`src/hdl/in_order_output_reorder_buffer_assert.svh`:
```
// Assertion macros of the reorder buffer's top module.
`ifndef IN_ORDER_OUTPUT_REORDER_BUFFER_ASSERT_SVH
`define IN_ORDER_OUTPUT_REORDER_BUFFER_ASSERT_SVH

// Same-cycle implication, sampled on clk, off during reset.
`define IOROB_ASSERT_IMPLY(label, ante, cons, msg) \
	label: assert property (@(posedge clk) disable iff (!arst_n) (ante) |-> (cons)) \
		else $error(msg);

// Next-cycle implication, sampled on clk, off during reset.
`define IOROB_ASSERT_NEXT(label, ante, cons, msg) \
	label: assert property (@(posedge clk) disable iff (!arst_n) (ante) |=> (cons)) \
		else $error(msg);

`endif

```
`src/hdl/iorob_pkg.sv`:
```
// Shared types, codes and defaults of the in-order reorder buffer.
package iorob_pkg;

	// Operation codes of a request
	localparam logic [1:0] OP_BEGIN  = 2'd0;
	localparam logic [1:0] OP_FINISH = 2'd1;
	localparam logic [1:0] OP_FLUSH  = 2'd2;

	// Result status codes
	localparam logic [1:0] ST_OK    = 2'd0;
	localparam logic [1:0] ST_RANGE = 2'd1;
	localparam logic [1:0] ST_DUP   = 2'd2;
	localparam logic [1:0] ST_FULL  = 2'd3;

	// Configuration register indexes
	localparam logic CFG_REORDER_ENABLE  = 1'b0;
	localparam logic CFG_FLUSH_THRESHOLD = 1'b1;

	localparam int THR_W      = 6;
	localparam int CFG_DATA_W = 6;
	localparam logic             REORDER_RESET = 1'b1;
	localparam logic [THR_W-1:0] THR_RESET     = 6'd16;

	// Most records one flush may release
	localparam int MAX_OUT = 32;
	localparam int NCNT_W  = $clog2(MAX_OUT);

	// Defaults of the top-level parameters
	localparam int WINDOW_DEPTH_DEF = 32;
	localparam int FIFO_DEPTH_DEF   = 32;
	localparam int HANDLE_BITS_DEF  = 32;

	typedef struct packed {
		logic [1:0]  operation;
		logic [31:0] read_id;
		logic [31:0] record_handle;
		logic        force_flush;
	} req_item_t;

	typedef struct packed {
		logic        has_record;
		logic [31:0] record_out;
		logic [31:0] record_id;
		logic        last;
		logic [1:0]  status;
		logic [31:0] started_total;
		logic [31:0] finished_total;
		logic [31:0] flushed_total;
	} rsp_item_t;

	// Commands from the controller to the datapath
	typedef struct packed {
		logic do_op;
		logic flush_start;
		logic scan_step;
		logic emit_rec;
		logic emit_empty;
		logic last;
	} cmd_t;

	// Status from the datapath to the controller
	typedef struct packed {
		logic scan_pass;
		logic scan_fail;
		logic avail;
		logic avail_next;
	} sts_t;

endpackage

```
`src/hdl/iorob_req_if.sv`:
```
// Request channel: valid, ready and one request item.
interface iorob_req_if
	import iorob_pkg::*;
();
	logic      valid;
	logic      ready;
	req_item_t payload;

	modport source (output valid, output payload, input ready);
	modport sink (input valid, input payload, output ready);
endinterface

```
`src/hdl/iorob_rsp_if.sv`:
```
// Result channel: valid, ready and one result item.
interface iorob_rsp_if
	import iorob_pkg::*;
();
	logic      valid;
	logic      ready;
	rsp_item_t payload;

	modport source (output valid, output payload, input ready);
	modport sink (input valid, input payload, output ready);
endinterface

```
`src/hdl/iorob_ctrl.sv`:
```
// Controller state machine of the reorder buffer: accept, scan, release.
module iorob_ctrl
	import iorob_pkg::*;
(
	input  logic       clk,
	input  logic       arst_n,
	input  logic       in_valid,
	input  logic [1:0] in_op,
	output logic       in_ready,
	output logic       out_valid,
	input  logic       out_ready,
	input  sts_t       st,
	output cmd_t       cmd
);

	localparam logic [1:0] S_IDLE  = 2'd0;
	localparam logic [1:0] S_SCAN  = 2'd1;
	localparam logic [1:0] S_EMIT  = 2'd2;
	localparam logic [1:0] S_EMPTY = 2'd3;

	logic [1:0]        state_q, state_d;
	logic [NCNT_W-1:0] n_q;
	logic              out_valid_q;
	logic              out_free;
	logic              accept;

	assign out_free  = !out_valid_q || out_ready;
	assign in_ready  = (state_q == S_IDLE) && out_free;
	assign accept    = in_valid && in_ready;
	assign out_valid = out_valid_q;

	// Sequence one request: single result, or scan then release run
	always_comb begin
		cmd     = '0;
		state_d = state_q;
		case (state_q)
			S_IDLE: begin
				if (accept) begin
					if (in_op == OP_FLUSH) begin
						cmd.flush_start = 1'b1;
						state_d         = S_SCAN;
					end else begin
						cmd.do_op = 1'b1;
					end
				end
			end
			S_SCAN: begin
				if (st.scan_pass) begin
					state_d = S_EMIT;
				end else if (st.scan_fail) begin
					state_d = S_EMPTY;
				end else begin
					cmd.scan_step = 1'b1;
				end
			end
			S_EMIT: begin
				if (out_free) begin
					if (st.avail) begin
						cmd.emit_rec = 1'b1;
						cmd.last     = !st.avail_next || (n_q == NCNT_W'(MAX_OUT - 1));
						if (cmd.last) begin
							state_d = S_IDLE;
						end
					end else begin
						cmd.emit_empty = 1'b1;
						state_d        = S_IDLE;
					end
				end
			end
			S_EMPTY: begin
				if (out_free) begin
					cmd.emit_empty = 1'b1;
					state_d        = S_IDLE;
				end
			end
			default: begin
				state_d = S_IDLE;
			end
		endcase
	end

	// Hold state, release count and result valid
	always_ff @(posedge clk or negedge arst_n) begin
		if (!arst_n) begin
			state_q     <= S_IDLE;
			n_q         <= '0;
			out_valid_q <= 1'b0;
		end else begin
			state_q <= state_d;
			if (cmd.flush_start) begin
				n_q <= '0;
			end else if (cmd.emit_rec) begin
				n_q <= n_q + 1'b1;
			end
			if (cmd.do_op || cmd.emit_rec || cmd.emit_empty) begin
				out_valid_q <= 1'b1;
			end else if (out_ready) begin
				out_valid_q <= 1'b0;
			end
		end
	end

endmodule

```
`src/hdl/iorob_dp.sv`:
```
// Datapath of the reorder buffer: window marks, record store, FIFO, counters.
module iorob_dp
	import iorob_pkg::*;
#(
	parameter int WINDOW_DEPTH = WINDOW_DEPTH_DEF,
	parameter int FIFO_DEPTH   = FIFO_DEPTH_DEF,
	parameter int HANDLE_BITS  = HANDLE_BITS_DEF
) (
	input  logic                  clk,
	input  logic                  arst_n,
	input  logic                  cfg_we,
	input  logic                  cfg_index,
	input  logic [CFG_DATA_W-1:0] cfg_data,
	input  req_item_t             in_item,
	input  cmd_t                  cmd,
	output sts_t                  st,
	output rsp_item_t             out_item
);

	localparam int WIN_W = $clog2(WINDOW_DEPTH);
	localparam int RUN_W = $clog2(WINDOW_DEPTH + 1);
	localparam int PTR_W = $clog2(FIFO_DEPTH);
	localparam int CNT_W = $clog2(FIFO_DEPTH + 1);
	localparam int CMP_W = (RUN_W > THR_W) ? RUN_W : THR_W;
	localparam int KEEP  = (HANDLE_BITS < 32) ? HANDLE_BITS : 32;
	localparam int ENT_W = HANDLE_BITS + 32;

	// Configuration
	logic             reorder_q;
	logic [THR_W-1:0] thr_q;

	// Window state
	logic [31:0]             base_q;
	logic [WIN_W-1:0]        head_q, head_next;
	logic [WINDOW_DEPTH-1:0] started_q, finished_q;
	logic [HANDLE_BITS-1:0]  rec_mem [WINDOW_DEPTH];
	logic [HANDLE_BITS-1:0]  rec_rdata_q;
	logic [WIN_W-1:0]        rec_raddr;

	// Pass-through FIFO state
	logic [ENT_W-1:0] fifo_mem [FIFO_DEPTH];
	logic [ENT_W-1:0] fifo_rdata_q;
	logic [PTR_W-1:0] rd_q, wr_q, rd_next, wr_next, fifo_raddr;
	logic [CNT_W-1:0] cnt_q;

	// Counters and flush scan
	logic [31:0]      started_cnt_q, finished_cnt_q, flushed_cnt_q;
	logic [31:0]      started_cnt_d, finished_cnt_d, flushed_cnt_d;
	logic [RUN_W-1:0] run_q;
	logic [WIN_W-1:0] scan_q;
	logic             force_q;

	// Request decode
	logic [31:0]            offset;
	logic                   in_win;
	logic [WIN_W:0]         slot_sum;
	logic [WIN_W-1:0]       slot;
	logic [HANDLE_BITS-1:0] handle_in;
	logic                   is_begin, is_finish;
	logic                   begin_ok, begin_mark;
	logic                   fifo_full, fin_fifo, fin_win;
	logic                   rel_win, rel_fifo;
	logic [1:0]             status;

	assign handle_in = HANDLE_BITS'(in_item.record_handle[KEEP-1:0]);

	// Locate the request's slot in the ring
	assign offset   = in_item.read_id - base_q;
	assign in_win   = offset < 32'(WINDOW_DEPTH);
	assign slot_sum = {1'b0, head_q} + {1'b0, offset[WIN_W-1:0]};
	assign slot     = (slot_sum >= (WIN_W + 1)'(WINDOW_DEPTH))
		? WIN_W'(slot_sum - (WIN_W + 1)'(WINDOW_DEPTH)) : slot_sum[WIN_W-1:0];

	assign head_next = (head_q == WIN_W'(WINDOW_DEPTH - 1)) ? '0 : head_q + 1'b1;
	assign rd_next   = (rd_q == PTR_W'(FIFO_DEPTH - 1)) ? '0 : rd_q + 1'b1;
	assign wr_next   = (wr_q == PTR_W'(FIFO_DEPTH - 1)) ? '0 : wr_q + 1'b1;

	assign is_begin   = cmd.do_op && (in_item.operation == OP_BEGIN);
	assign is_finish  = cmd.do_op && (in_item.operation == OP_FINISH);
	assign begin_ok   = is_begin && (!reorder_q || in_win);
	assign begin_mark = is_begin && reorder_q && in_win;
	assign fifo_full  = cnt_q == CNT_W'(FIFO_DEPTH);
	assign fin_fifo   = is_finish && !reorder_q && !fifo_full;
	assign fin_win    = is_finish && reorder_q && in_win && started_q[slot] && !finished_q[slot];
	assign rel_win    = cmd.emit_rec && reorder_q;
	assign rel_fifo   = cmd.emit_rec && !reorder_q;

	// Classify the outcome of a begin or finish
	always_comb begin
		status = ST_OK;
		case (in_item.operation)
			OP_BEGIN: begin
				if (reorder_q && !in_win) begin
					status = ST_RANGE;
				end
			end
			OP_FINISH: begin
				if (!reorder_q) begin
					status = fifo_full ? ST_FULL : ST_OK;
				end else if (!in_win) begin
					status = ST_RANGE;
				end else if (!started_q[slot] || finished_q[slot]) begin
					status = ST_DUP;
				end
			end
			default: begin
				status = ST_OK;
			end
		endcase
	end

	assign started_cnt_d  = started_cnt_q + 32'(begin_ok);
	assign finished_cnt_d = finished_cnt_q + 32'(fin_fifo || fin_win);
	assign flushed_cnt_d  = flushed_cnt_q + 32'(cmd.emit_rec);

	// Status for the controller
	assign st.scan_pass  = force_q || !reorder_q || (CMP_W'(run_q) >= CMP_W'(thr_q));
	assign st.scan_fail  = !st.scan_pass
		&& (!finished_q[scan_q] || (run_q == RUN_W'(WINDOW_DEPTH)));
	assign st.avail      = reorder_q ? finished_q[head_q] : (cnt_q != '0);
	assign st.avail_next = reorder_q ? finished_q[head_next] : (cnt_q != CNT_W'(1));

	// Read the next entry ahead while releasing
	assign rec_raddr  = rel_win ? head_next : head_q;
	assign fifo_raddr = rel_fifo ? rd_next : rd_q;

	// Control state: configuration, marks, pointers, counters, scan
	always_ff @(posedge clk or negedge arst_n) begin
		if (!arst_n) begin
			reorder_q      <= REORDER_RESET;
			thr_q          <= THR_RESET;
			base_q         <= '0;
			head_q         <= '0;
			started_q      <= '0;
			finished_q     <= '0;
			rd_q           <= '0;
			wr_q           <= '0;
			cnt_q          <= '0;
			started_cnt_q  <= '0;
			finished_cnt_q <= '0;
			flushed_cnt_q  <= '0;
			run_q          <= '0;
			scan_q         <= '0;
			force_q        <= 1'b0;
		end else begin
			if (cfg_we) begin
				case (cfg_index)
					CFG_REORDER_ENABLE:  reorder_q <= cfg_data[0];
					CFG_FLUSH_THRESHOLD: thr_q     <= cfg_data[THR_W-1:0];
					default: begin
					end
				endcase
			end
			started_cnt_q  <= started_cnt_d;
			finished_cnt_q <= finished_cnt_d;
			flushed_cnt_q  <= flushed_cnt_d;
			if (begin_mark) begin
				started_q[slot]  <= 1'b1;
				finished_q[slot] <= 1'b0;
			end
			if (fin_win) begin
				finished_q[slot] <= 1'b1;
			end
			if (rel_win) begin
				started_q[head_q]  <= 1'b0;
				finished_q[head_q] <= 1'b0;
				head_q             <= head_next;
				base_q             <= base_q + 32'd1;
			end
			if (fin_fifo) begin
				wr_q  <= wr_next;
				cnt_q <= cnt_q + 1'b1;
			end
			if (rel_fifo) begin
				rd_q  <= rd_next;
				cnt_q <= cnt_q - 1'b1;
			end
			if (cmd.flush_start) begin
				run_q   <= '0;
				scan_q  <= head_q;
				force_q <= in_item.force_flush;
			end else if (cmd.scan_step) begin
				run_q  <= run_q + 1'b1;
				scan_q <= (scan_q == WIN_W'(WINDOW_DEPTH - 1)) ? '0 : scan_q + 1'b1;
			end
		end
	end

	// Record store and FIFO memories with registered reads
	always_ff @(posedge clk) begin
		if (fin_win) begin
			rec_mem[slot] <= handle_in;
		end
		rec_rdata_q <= rec_mem[rec_raddr];
		if (fin_fifo) begin
			fifo_mem[wr_q] <= {in_item.read_id, handle_in};
		end
		fifo_rdata_q <= fifo_mem[fifo_raddr];
	end

	// Load the result register
	always_ff @(posedge clk) begin
		if (cmd.do_op) begin
			out_item.has_record     <= 1'b0;
			out_item.record_out     <= '0;
			out_item.record_id      <= '0;
			out_item.last           <= 1'b1;
			out_item.status         <= status;
			out_item.started_total  <= started_cnt_d;
			out_item.finished_total <= finished_cnt_d;
			out_item.flushed_total  <= flushed_cnt_d;
		end else if (cmd.emit_rec) begin
			out_item.has_record     <= 1'b1;
			out_item.record_out     <= reorder_q ? 32'(rec_rdata_q[KEEP-1:0])
				: 32'(fifo_rdata_q[KEEP-1:0]);
			out_item.record_id      <= reorder_q ? base_q : fifo_rdata_q[ENT_W-1:HANDLE_BITS];
			out_item.last           <= cmd.last;
			out_item.status         <= ST_OK;
			out_item.started_total  <= started_cnt_d;
			out_item.finished_total <= finished_cnt_d;
			out_item.flushed_total  <= flushed_cnt_d;
		end else if (cmd.emit_empty) begin
			out_item.has_record     <= 1'b0;
			out_item.record_out     <= '0;
			out_item.record_id      <= '0;
			out_item.last           <= 1'b1;
			out_item.status         <= ST_OK;
			out_item.started_total  <= started_cnt_d;
			out_item.finished_total <= finished_cnt_d;
			out_item.flushed_total  <= flushed_cnt_d;
		end
	end

endmodule

```
`src/hdl/in_order_output_reorder_buffer.sv`:
```
// In-order reorder buffer: begin, finish and flush requests over a ring window of
// WINDOW_DEPTH slots, releasing finished records in read-id order, or in arrival
// order through a FIFO of FIFO_DEPTH entries when reordering is disabled. A begin,
// a finish or an unused operation code gives one result in the next cycle; a new
// request is taken in the cycle that the previous result is taken. A flush first
// walks the finished marks from the window base, one slot per cycle, over up to
// WINDOW_DEPTH slots (passing at once when forced or in FIFO mode), then releases
// up to 32 records at one per cycle while the receiver takes them, the record store
// and FIFO being read one entry ahead; no new request is taken until its last result
// is loaded. No memory needs clearing after reset.
module in_order_output_reorder_buffer
	import iorob_pkg::*;
#(
	parameter int WINDOW_DEPTH = WINDOW_DEPTH_DEF,
	parameter int FIFO_DEPTH   = FIFO_DEPTH_DEF,
	parameter int HANDLE_BITS  = HANDLE_BITS_DEF
) (
	input  logic                  clk,
	input  logic                  arst_n,
	input  logic                  cfg_we,
	input  logic                  cfg_index,
	input  logic [CFG_DATA_W-1:0] cfg_data,
	iorob_req_if.sink             request,
	iorob_rsp_if.source           result
);

	cmd_t cmd;
	sts_t st;

	// Sequence requests
	iorob_ctrl u_ctrl (
		.clk       (clk),
		.arst_n    (arst_n),
		.in_valid  (request.valid),
		.in_op     (request.payload.operation),
		.in_ready  (request.ready),
		.out_valid (result.valid),
		.out_ready (result.ready),
		.st        (st),
		.cmd       (cmd)
	);

	// Hold window, FIFO and result register
	iorob_dp #(
		.WINDOW_DEPTH (WINDOW_DEPTH),
		.FIFO_DEPTH   (FIFO_DEPTH),
		.HANDLE_BITS  (HANDLE_BITS)
	) u_dp (
		.clk       (clk),
		.arst_n    (arst_n),
		.cfg_we    (cfg_we),
		.cfg_index (cfg_index),
		.cfg_data  (cfg_data),
		.in_item   (request.payload),
		.cmd       (cmd),
		.st        (st),
		.out_item  (result.payload)
	);

	`include "in_order_output_reorder_buffer_assert.svh"

	`IOROB_ASSERT_IMPLY(a_release_needs_entry, cmd.emit_rec, st.avail, "release without a finished entry")
	`IOROB_ASSERT_IMPLY(a_one_load, 1'b1, $onehot0({cmd.do_op, cmd.emit_rec, cmd.emit_empty}), "two result loads at once")
	`IOROB_ASSERT_IMPLY(a_no_request_mid_run, result.valid && !result.payload.last, !request.ready, "request taken inside a release run")
	`IOROB_ASSERT_NEXT(a_flush_loads_nothing, cmd.flush_start, !result.valid || !result.payload.has_record || result.payload.last || !$past(result.ready), "flush start over an open run")

endmodule

```
`src/flat_wrapper.sv`:
```
// flat-port wrapper written by rule: the top's interface ports become plain ports
module in_order_output_reorder_buffer_flat import iorob_pkg::*;
#(
	parameter int WINDOW_DEPTH = WINDOW_DEPTH_DEF,
	parameter int FIFO_DEPTH   = FIFO_DEPTH_DEF,
	parameter int HANDLE_BITS  = HANDLE_BITS_DEF
)
  (clk, arst_n, cfg_we, cfg_index, cfg_data, request_valid, request_payload, request_ready, result_valid, result_payload, result_ready);
  iorob_req_if request_i ();
  iorob_rsp_if result_i ();
  input  logic clk;
  input  logic arst_n;
  input  logic cfg_we;
  input  logic cfg_index;
  input  logic [CFG_DATA_W-1:0] cfg_data;
  input wire logic [$bits(request_i.valid)-1:0] request_valid;
  input wire logic [$bits(request_i.payload)-1:0] request_payload;
  output wire logic [$bits(request_i.ready)-1:0] request_ready;
  output wire logic [$bits(result_i.valid)-1:0] result_valid;
  output wire logic [$bits(result_i.payload)-1:0] result_payload;
  input wire logic [$bits(result_i.ready)-1:0] result_ready;
  assign request_i.valid = request_valid;
  assign request_i.payload = request_payload;
  assign request_ready = request_i.ready;
  assign result_valid = result_i.valid;
  assign result_payload = result_i.payload;
  assign result_i.ready = result_ready;
  in_order_output_reorder_buffer #(.WINDOW_DEPTH(WINDOW_DEPTH), .FIFO_DEPTH(FIFO_DEPTH), .HANDLE_BITS(HANDLE_BITS)) u_core (.clk(clk), .arst_n(arst_n), .cfg_we(cfg_we), .cfg_index(cfg_index), .cfg_data(cfg_data), .request(request_i), .result(result_i));
endmodule
```
`config.mk`:
```
export PLATFORM = sky130hd
export DESIGN_NAME = in_order_output_reorder_buffer_flat
export DESIGN_NICKNAME = d
export VERILOG_FILES = /design/src/hdl/iorob_pkg.sv /design/src/hdl/iorob_req_if.sv /design/src/hdl/iorob_rsp_if.sv /design/src/hdl/iorob_ctrl.sv /design/src/hdl/iorob_dp.sv /design/src/hdl/in_order_output_reorder_buffer.sv /design/src/flat_wrapper.sv
export VERILOG_INCLUDE_DIRS = /design/src /design/src/hdl
export SDC_FILE = /design/constraint.sdc
export NUM_CORES = 2
export LEC_CHECK = 0
export ABC_AREA = 1
export BUFFER_PORTS_ARGS = -buffer_cell sky130_fd_sc_hd__buf_2
export CORE_ASPECT_RATIO = 2
export CORE_MARGIN = 10
export CORE_UTILIZATION = 48
export DETAILED_ROUTE_END_ITERATION = 16
export GPL_ROUTABILITY_DRIVEN = 0
export PLACE_DENSITY = 0.66
export SKIP_CTS_REPAIR_TIMING = 1
export SKIP_LAST_GASP = 1
export SYNTH_ARGS = -nofsm -noshare
export SYNTH_HDL_FRONTEND = slang
export SYNTH_HIERARCHICAL = 1
export SYNTH_SLANG_ARGS = --single-unit
```
`constraint.sdc`:
```
create_clock -name clk -period 6.4 [get_ports clk]
set_input_delay 0.64 -clock clk [delete_from_list [all_inputs] [get_ports clk]]
set_output_delay 0.64 -clock clk [all_outputs]
set_load 0.005 [all_outputs]
```
======== After elaboration in Yosys (flattened, before gate mapping) ========
Memory sizes are Yosys's and may differ from the RTL's. A register that Yosys moved wholly into a read port is not among the register bits.
Cells that the tools add are included.
word-level totals
  output and inout bits ................... 166
  memory bits (writable) .................. 3072
  word-level logic and storage cells ...... 206
  bits of input ports ..................... 79
  register bits ........................... 404
  memories kept ........................... 2
memories
  name                  depth  bits a word  read ports  clocked after Yosys merged registers in  write ports  RTL line        RTL
  u_core.u_dp.fifo_mem  32     64           1           1                                        1            iorob_dp.sv:41  logic [ENT_W-1:0] fifo_mem [FIFO_DEPTH];
  u_core.u_dp.rec_mem   32     32           1           1                                        1            iorob_dp.sv:36  logic [HANDLE_BITS-1:0] rec_mem [WINDOW_DEPTH];
operators by class
  mux-type cells .......................... 77
  bitwise gates (word level) .............. 8
  equal/unequal tests ..................... 19
  $add $sub $neg .......................... 15
  reductions and logical operators ........ 50
  order comparisons ....................... 9
operator list
  cell                                                                           count
  164-bit 2-to-1 mux                                                             2
  32-bit 2-to-1 mux                                                              7
  98-bit 2-to-1 mux                                                              1
  32-bit by 1-bit adder with 32-bit output                                       3
  32-bit AND                                                                     3
  32-bit NOT                                                                     2
  32-bit OR                                                                      2
  5-bit 2-to-1 mux                                                               11
  32-bit by 1-bit adder with 32-bit output, second input constant                1
  32-bit by 6-bit less-than comparator with 1-bit output, second input constant  1
  32-bit subtractor                                                              1
  2-bit 2-to-1 mux                                                               14
  1-bit 2-to-1 mux                                                               27
  5-bit by 1-bit adder with 5-bit output, second input constant                  5
  1-bit binary-select mux with 5-bit select                                      5
  5-bit equality test, second input constant                                     5
  5-bit by 6-bit less-than comparator with 1-bit output, second input constant   4
  6-bit 2-to-1 mux                                                               4
  1-bit logical AND                                                              19
  6-bit by 1-bit adder with 6-bit output, second input constant                  2
  6-bit equality test, second input constant                                     2
  1-bit demux with 5-bit select                                                  2
  5-bit by 1-bit >= comparator with 1-bit output, second input constant          2
  1-bit logical OR                                                               10
  other kinds (24)                                                               43

======== Logic depth before layout (Yosys ltp) ========
  word-level depth ........................ 16
  depth in mapped cells ................... 35
  depth with buffers taken out ............ 34

======== Modules after synthesis ========
Netlist, hierarchy kept.
by module, submodules not included
  module      cells an instance  area an instance (µm²)  times used  seq. area each (µm²)
  iorob_dp    11329              141893.6                1           104242.5
  iorob_ctrl  76                 549.3                   1           200.2

======== Worst setup path after synthesis ========
OpenSTA, ideal clock, no wires.
  path type ............................... in2reg
  start point ............................. input port result_ready
  end point ............................... memory u_core/u_dp/fifo_mem[23][0] (netlist name) (enable)
  path slack .............................. -0.728 ns
  path buffers ............................ 1
  cell stages on the path ................. 17
  library setup time ...................... 0.565 ns
  data required time ...................... 5.835 ns
  data arrival time ....................... 6.563 ns
  cell sequence ........................... inv_1 nand2_4 nand3_2 inv_1 nand2_1 inv_1 clkbuf_1 clkinv_1 nor2_1 nand2_1 nor2_1 nand2_1 nor2_1 inv_1 nor2_1 inv_1 nor3_1
RTL lines
  element             RTL line            RTL
  start: declaration  flat_wrapper.sv:21  input wire logic [$bits(result_i.ready)-1:0] result_ready;
  end: declaration    iorob_dp.sv:41

======== Worst setup path in the final report ========
  start point ............................. register u_core.u_dp.base_q[0]
  end point ............................... register u_core/u_dp/out_item[60] (netlist name), data pin
between the ends
  word-level cells in the longest chain between the ends .. 13
  elaborated cells on any way between the ends .. 19
  classes of those cells .................. 4 x add/sub; 2 x order compare; 8 x mux; 5 x reduce/logical
RTL lines
  element                                                                                    RTL line                        RTL
  start: declaration                                                                         iorob_dp.sv:33                  logic [31:0] base_q;
  start signal: assignment                                                                   iorob_dp.sv:168                 base_q <= base_q + 32'd1;
  32-bit subtractor *                                                                        iorob_dp.sv:68                  assign offset = in_item.read_id - base_q;
  5-bit by 5-bit adder with 6-bit output                                                     iorob_dp.sv:70                  assign slot_sum = {1'b0, head_q} + {1'b0, offset[WIN_W-1:0]};
  5-bit by 1-bit subtractor with 5-bit output / 6-bit >= comparator (equally long branches)  iorob_dp.sv:72, iorob_dp.sv:71
  5-bit 2-to-1 mux                                                                           iorob_dp.sv:72                  ? WIN_W'(slot_sum - (WIN_W + 1)'(WINDOW_DEPTH)) : slot_sum[WIN_W-1:0];
  1-bit binary-select mux with 5-bit select                                                  iorob_dp.sv:84                  assign fin_win = is_finish && reorder_q && in_win && started_q[slot] && !finished_q[slot];
  1-bit 2-to-1 mux (implied by the code)                                                     iorob_dp.sv:84
  1-bit logical AND / 1-bit zero test (equally long branches)                                iorob_dp.sv:84
  1-bit logical AND *                                                                        iorob_dp.sv:84
  1-bit logical OR *                                                                         iorob_dp.sv:113                 assign finished_cnt_d = finished_cnt_q + 32'(fin_fifo || fin_win);
  32-bit by 1-bit adder with 32-bit output *                                                 iorob_dp.sv:113
  named net u_core.u_dp.finished_cnt_d[28]                                                   iorob_dp.sv:48                  logic [31:0] started_cnt_d, finished_cnt_d, flushed_cnt_d;
  164-bit 2-to-1 mux                                                                         iorob_dp.sv:222                 end else if (cmd.emit_empty) begin
  164-bit 2-to-1 mux                                                                         iorob_dp.sv:212                 end else if (cmd.emit_rec) begin
  98-bit 2-to-1 mux *                                                                        iorob_dp.sv:203                 if (cmd.do_op) begin
  end: declaration                                                                           iorob_dp.sv:17                  output rsp_item_t out_item
The timed path passes the listed nets; every way through them passes the cells marked *. The select of a mux whose other input is x is not followed.
A chain may end at the register's enable or synchronous reset.

==> metrics.md <==
| Metric | Value |
|---|---|
| Slowest stage delay, CP | `slightly below 0.6 ns` |
| DP HPWL | `~270 mm` |
| Post-synthesis register bit count | `around 3600` |
| DRC | `0` |
| Worst slew margin | `3.62%` |
| Vias | `99500` |
| Layout Cells excl Fill | `15800` |
| PD cells | `roughly 430 nW/um^2` |
| Seq. cell area | `~100000 sq um` |
| First-pass GRT wire length | `approximately 650 mm` |
| Worst Tran Pin Value | `around 1.4 ns` |
| Core area | `295000 sq um` |
| Ys Warns | `6` |
| Number of synthesized flops with an enable pin | `approximately 3200` |
| Worst path required time | `7.13 ns` |
| Root buffer cell | `clkbuf_16` |
| Initial Util | `about 48%` |
| Most Frequent Cell on Critical Path | `nand2_1` |
| Synthesis-to-finish area growth | `13.4%` |
| RR Startpoint | `u_core/u_dp/base_q[0]$_DFFE_PN0P_` |
| Port bufs | `244` |
| Worst vdd ir | `about 0.32 mV` |
| Htree depth | `5` |
| Final setup violation count | `0` |
| Post-synthesis sequential area ratio | `roughly 73%` |
| Die Ht | `790 um` |
| Critical path buffers and inverters | `3` |
| Worst setup EP type | `register` |
| Area occupied by multi-input gates | `34000 sq um` |
| Hold/Removal Path Class | `input port to register` |
| Syn nets | `around 12000` |
| Startpoint Class | `register` |
| CTS tree | `done` |
| Clock Pin Slew Worst Setup and Hold Paths | `0.06 ns` |
| Drt wl/cell | `28.8 um` |
| Final Slew Violations | `0` |
| Worst hold start | `cfg_data[5]` |
| Filler instances | `~24000` |
| Placement Setup Slack | `a little under 0.2 ns` |
| Dominant cells by area after synthesis | `edfxtp_1 67%, o21ai_0 6.1%, nor2_1 5.5%` |
| CTS buffer count | `314` |
| Number of routed nets with antenna violations | `0` |
| Final wirelength | `~450 mm` |
| Max_cap viols | `0` |
| Fmax | `0.171 GHz` |
| Clock sinks | `3572` |
| Total track usage | `a little over a quarter` |
| Status | `complete, no violations` |
| I/O pin count | `245` |
| Worst setup margin | `about 0.57 ns` |
| Die Area | `320000 sq um` |
| Clk Latency, worst-skew pair | `0.93 ns` |
| RSZ-0062 raised after global routing | `no` |
| Mapped cell area | `142000 sq um` |
| Leading area contributor after synthesis | `edfxtp_1` |
| Final cycle utilization of the critical path | `between 90 and 100%` |
| Initial antenna violation count | `27` |
| Slowest CP cell | `fa_1` |
| Final hold vios | `0` |
| Syn Area/Cell | `12.5 sq um` |
| DRT Pass-1 Iters | `10` |
| Chip width | `405 um` |
| Vias in the first global route | `97800` |
| GR Overflow Total | `0` |
| Setup crit start | `u_core/u_dp/base_q[0]$_DFFE_PN0P_` |
| Leakage | `55.3 nW` |
| Synth Flop Type | `edfxtp_1` |
| Fin crit period | `5.83 ns` |
| Post-synth top area share | `approximately two thirds` |
| Detailed Route Iter0 Violations | `12100` |
| WS Path Type | `register to register` |
| Placed Cells | `15200` |
| CP arrival | `6.56 ns` |
| Synth cell types | `62` |
| Share of cells above drive strength 1 | `11.0%` |
| Maximum clock insertion buffer count | `4` |
| Mapped Cells | `11400` |
| Fin nets | `11800` |
| Top Family by Delay on Critical Path | `simple AND/OR/NAND/NOR gates` |
| CP Max Fanout | `7` |
| Asr flop ratio synth | `6.72%` |
| Fin Clk Skew | `0.0697 ns` |
| Vias/cell | `6.31` |
| Cell row count | `282` |
| Largest net degree at the start of global routing | `193` |
## per-layer routing
metal  track usage [%]  up-vias  wire length (um)
met5                 0        -                62
met4              18.5       10             35900
met3              4.38     1697             38100
met2              47.8     5782            228000
met1              31.0    49600            152000
li1                  -    42400                 -
## synth_stat cells, drive strengths merged, types with 59 or more instances
cell type / number
a21oi: 143
a31oi: 87
buf: 142
clkbuf: 586
dfrtp: 238
dfxtp: 162
edfxtp: 3170
ha: 69
inv: 452
nand2: 836
nand3: 210
nand4: 98
nor2: 2081
nor3: 59
o211ai: 73
o21ai: 1854
o221ai: 276
o22ai: 608
xor2: 109
## logic make-up after synthesis
| kind of cell | share of synthesized area (%) |
|---|---|
| DFF | 73.3 |
| and+or+nand+nor | 9.32 |
| AOI/OAI and AO/OA | 12.7 |
| buffers and inverters | 3.24 |
| xor gates and xnor gates | 0.830 |
| adders and majority gates | 0.634 |
## final timing paths
path | slack, ns | end | cells past startpoint
worst min-delay path | 0.008 | u_core/u_dp/thr_q[5]$_DFFE_PN0P_ | 3
worst max register to register | 0.57 | u_core/u_dp/out_item[60]$_DFFE_PP_ | 30
max in group asynchronous | 4.71 | u_core/u_dp/flushed_cnt_q[28]$_DFF_PN0_ | 3
worst min register to register | 0.47 | u_core/u_dp/flushed_cnt_q[31]$_DFF_PN0_ | 1
worst max-delay path | 0.57 | u_core/u_dp/out_item[60]$_DFFE_PP_ | 30
min in group asynchronous | 0.32 | u_core/u_dp/started_cnt_q[27]$_DFF_PN0_ | 2
## flip-flops by register name, indices dropped and copies added (netlist names), 32 cells and up
register                    flops
u_core/u_dp/fifo_mem         2048
u_core/u_dp/rec_mem          1024
u_core/u_dp/out_item          164
u_core/u_dp/fifo_rdata_q       64
u_core/u_dp/base_q             32
u_core/u_dp/finished_cnt_q     32
u_core/u_dp/finished_q         32
u_core/u_dp/flushed_cnt_q      32
u_core/u_dp/rec_rdata_q        32
u_core/u_dp/started_cnt_q      32
u_core/u_dp/started_q          32
## power breakdown
group / switching (mW) / leakage [nW] / total (mW) / internal [mW]
logic: 16.5 / 17.5 / 23.6 / 7.09
clock network: 8.60 / 5.06 / 19.5 / 10.9
registers: 0.786 / 32.8 / 27.2 / 26.4
## worst register-to-register path: cells and delay by family, from the launching register on
kind                     cells  cell delay [ns]
AO/OA/AOI/OAI                1             0.06
XOR/XNOR                     1             0.25
adder cells (fa/ha/maj)      5             1.67
buffers and inverters        3             0.51
flip-flops                   1             0.45
AND/OR/NAND/NOR             20             2.71
## layout by cell type (no fill, tap or decap), types with 11 or more instances in the layout
| master | Yosys | final |
|---|---|---|
| a21oi_1 | 142 | 142 |
| a22oi_1 | 40 | 40 |
| a31o_2 | 31 | 31 |
| a31oi_1 | 87 | 87 |
| buf_12 | 0 | 125 |
| buf_2 | 95 | 243 |
| buf_4 | 10 | 311 |
| bufinv_16 | 0 | 33 |
| clkbuf_1 | 586 | 60 |
| clkbuf_16 | 0 | 320 |
| clkbuf_8 | 0 | 26 |
| clkinv_1 | 5 | 42 |
| clkinv_2 | 0 | 47 |
| clkinvlp_4 | 0 | 19 |
| dfrtp_1 | 238 | 238 |
| dfxtp_1 | 162 | 162 |
| edfxtp_1 | 3170 | 3170 |
| ha_1 | 69 | 69 |
| inv_1 | 437 | 433 |
| inv_6 | 0 | 20 |
| nand2_1 | 828 | 827 |
| nand3_1 | 208 | 208 |
| nand4_1 | 97 | 97 |
| nor2_1 | 2069 | 2005 |
| nor2_2 | 10 | 11 |
| nor2_4 | 1 | 64 |
| nor3_1 | 53 | 48 |
| nor4_1 | 14 | 14 |
| o211ai_1 | 73 | 73 |
| o21ai_0 | 1748 | 1745 |
| o21ai_1 | 104 | 103 |
| o221ai_1 | 276 | 276 |
| o22ai_1 | 608 | 608 |
| xnor2_1 | 26 | 26 |
| xor2_1 | 109 | 109 |
## metrics by stage
| step | util (%) | instance area, sq um | hold WS, ns | power [mW] | TNS (ns) |
|---|---|---|---|---|---|
| detailed placement | 51.1 | 151000 | 0.451 | 50.8 | 0 |
| global placement | 51.1 | 151000 | 0.450 | 50.1 | 0 |
| finish | 54.7 | 162000 | 0.00826 | 70.3 | 0 |
| floorplan | - | 142000 | 0.344 | 41.5 | -148.04 |
| CTS | 54.7 | 161000 | -0.297 | 70.1 | 0 |
| global route | 54.7 | 162000 | 0.00833 | 73.2 | 0 |
## layout make-up
| type | instances | area share [%] |
|---|---|---|
| Timing Repair Buffer | 684 | 3.78 |
| Tap cell | 3834 | 2.97 |
| Antenna cell | 10 | 0.0155 |
| Multi-Input combinational cell | 6648 | 21.0 |
| Sequential cell | 3572 | 64.7 |
| Inverter | 457 | 1.09 |
| Clock buffer | 406 | 5.32 |
| Clock inverter | 164 | 1.12 |
Power figures use the tool's default switching activity.
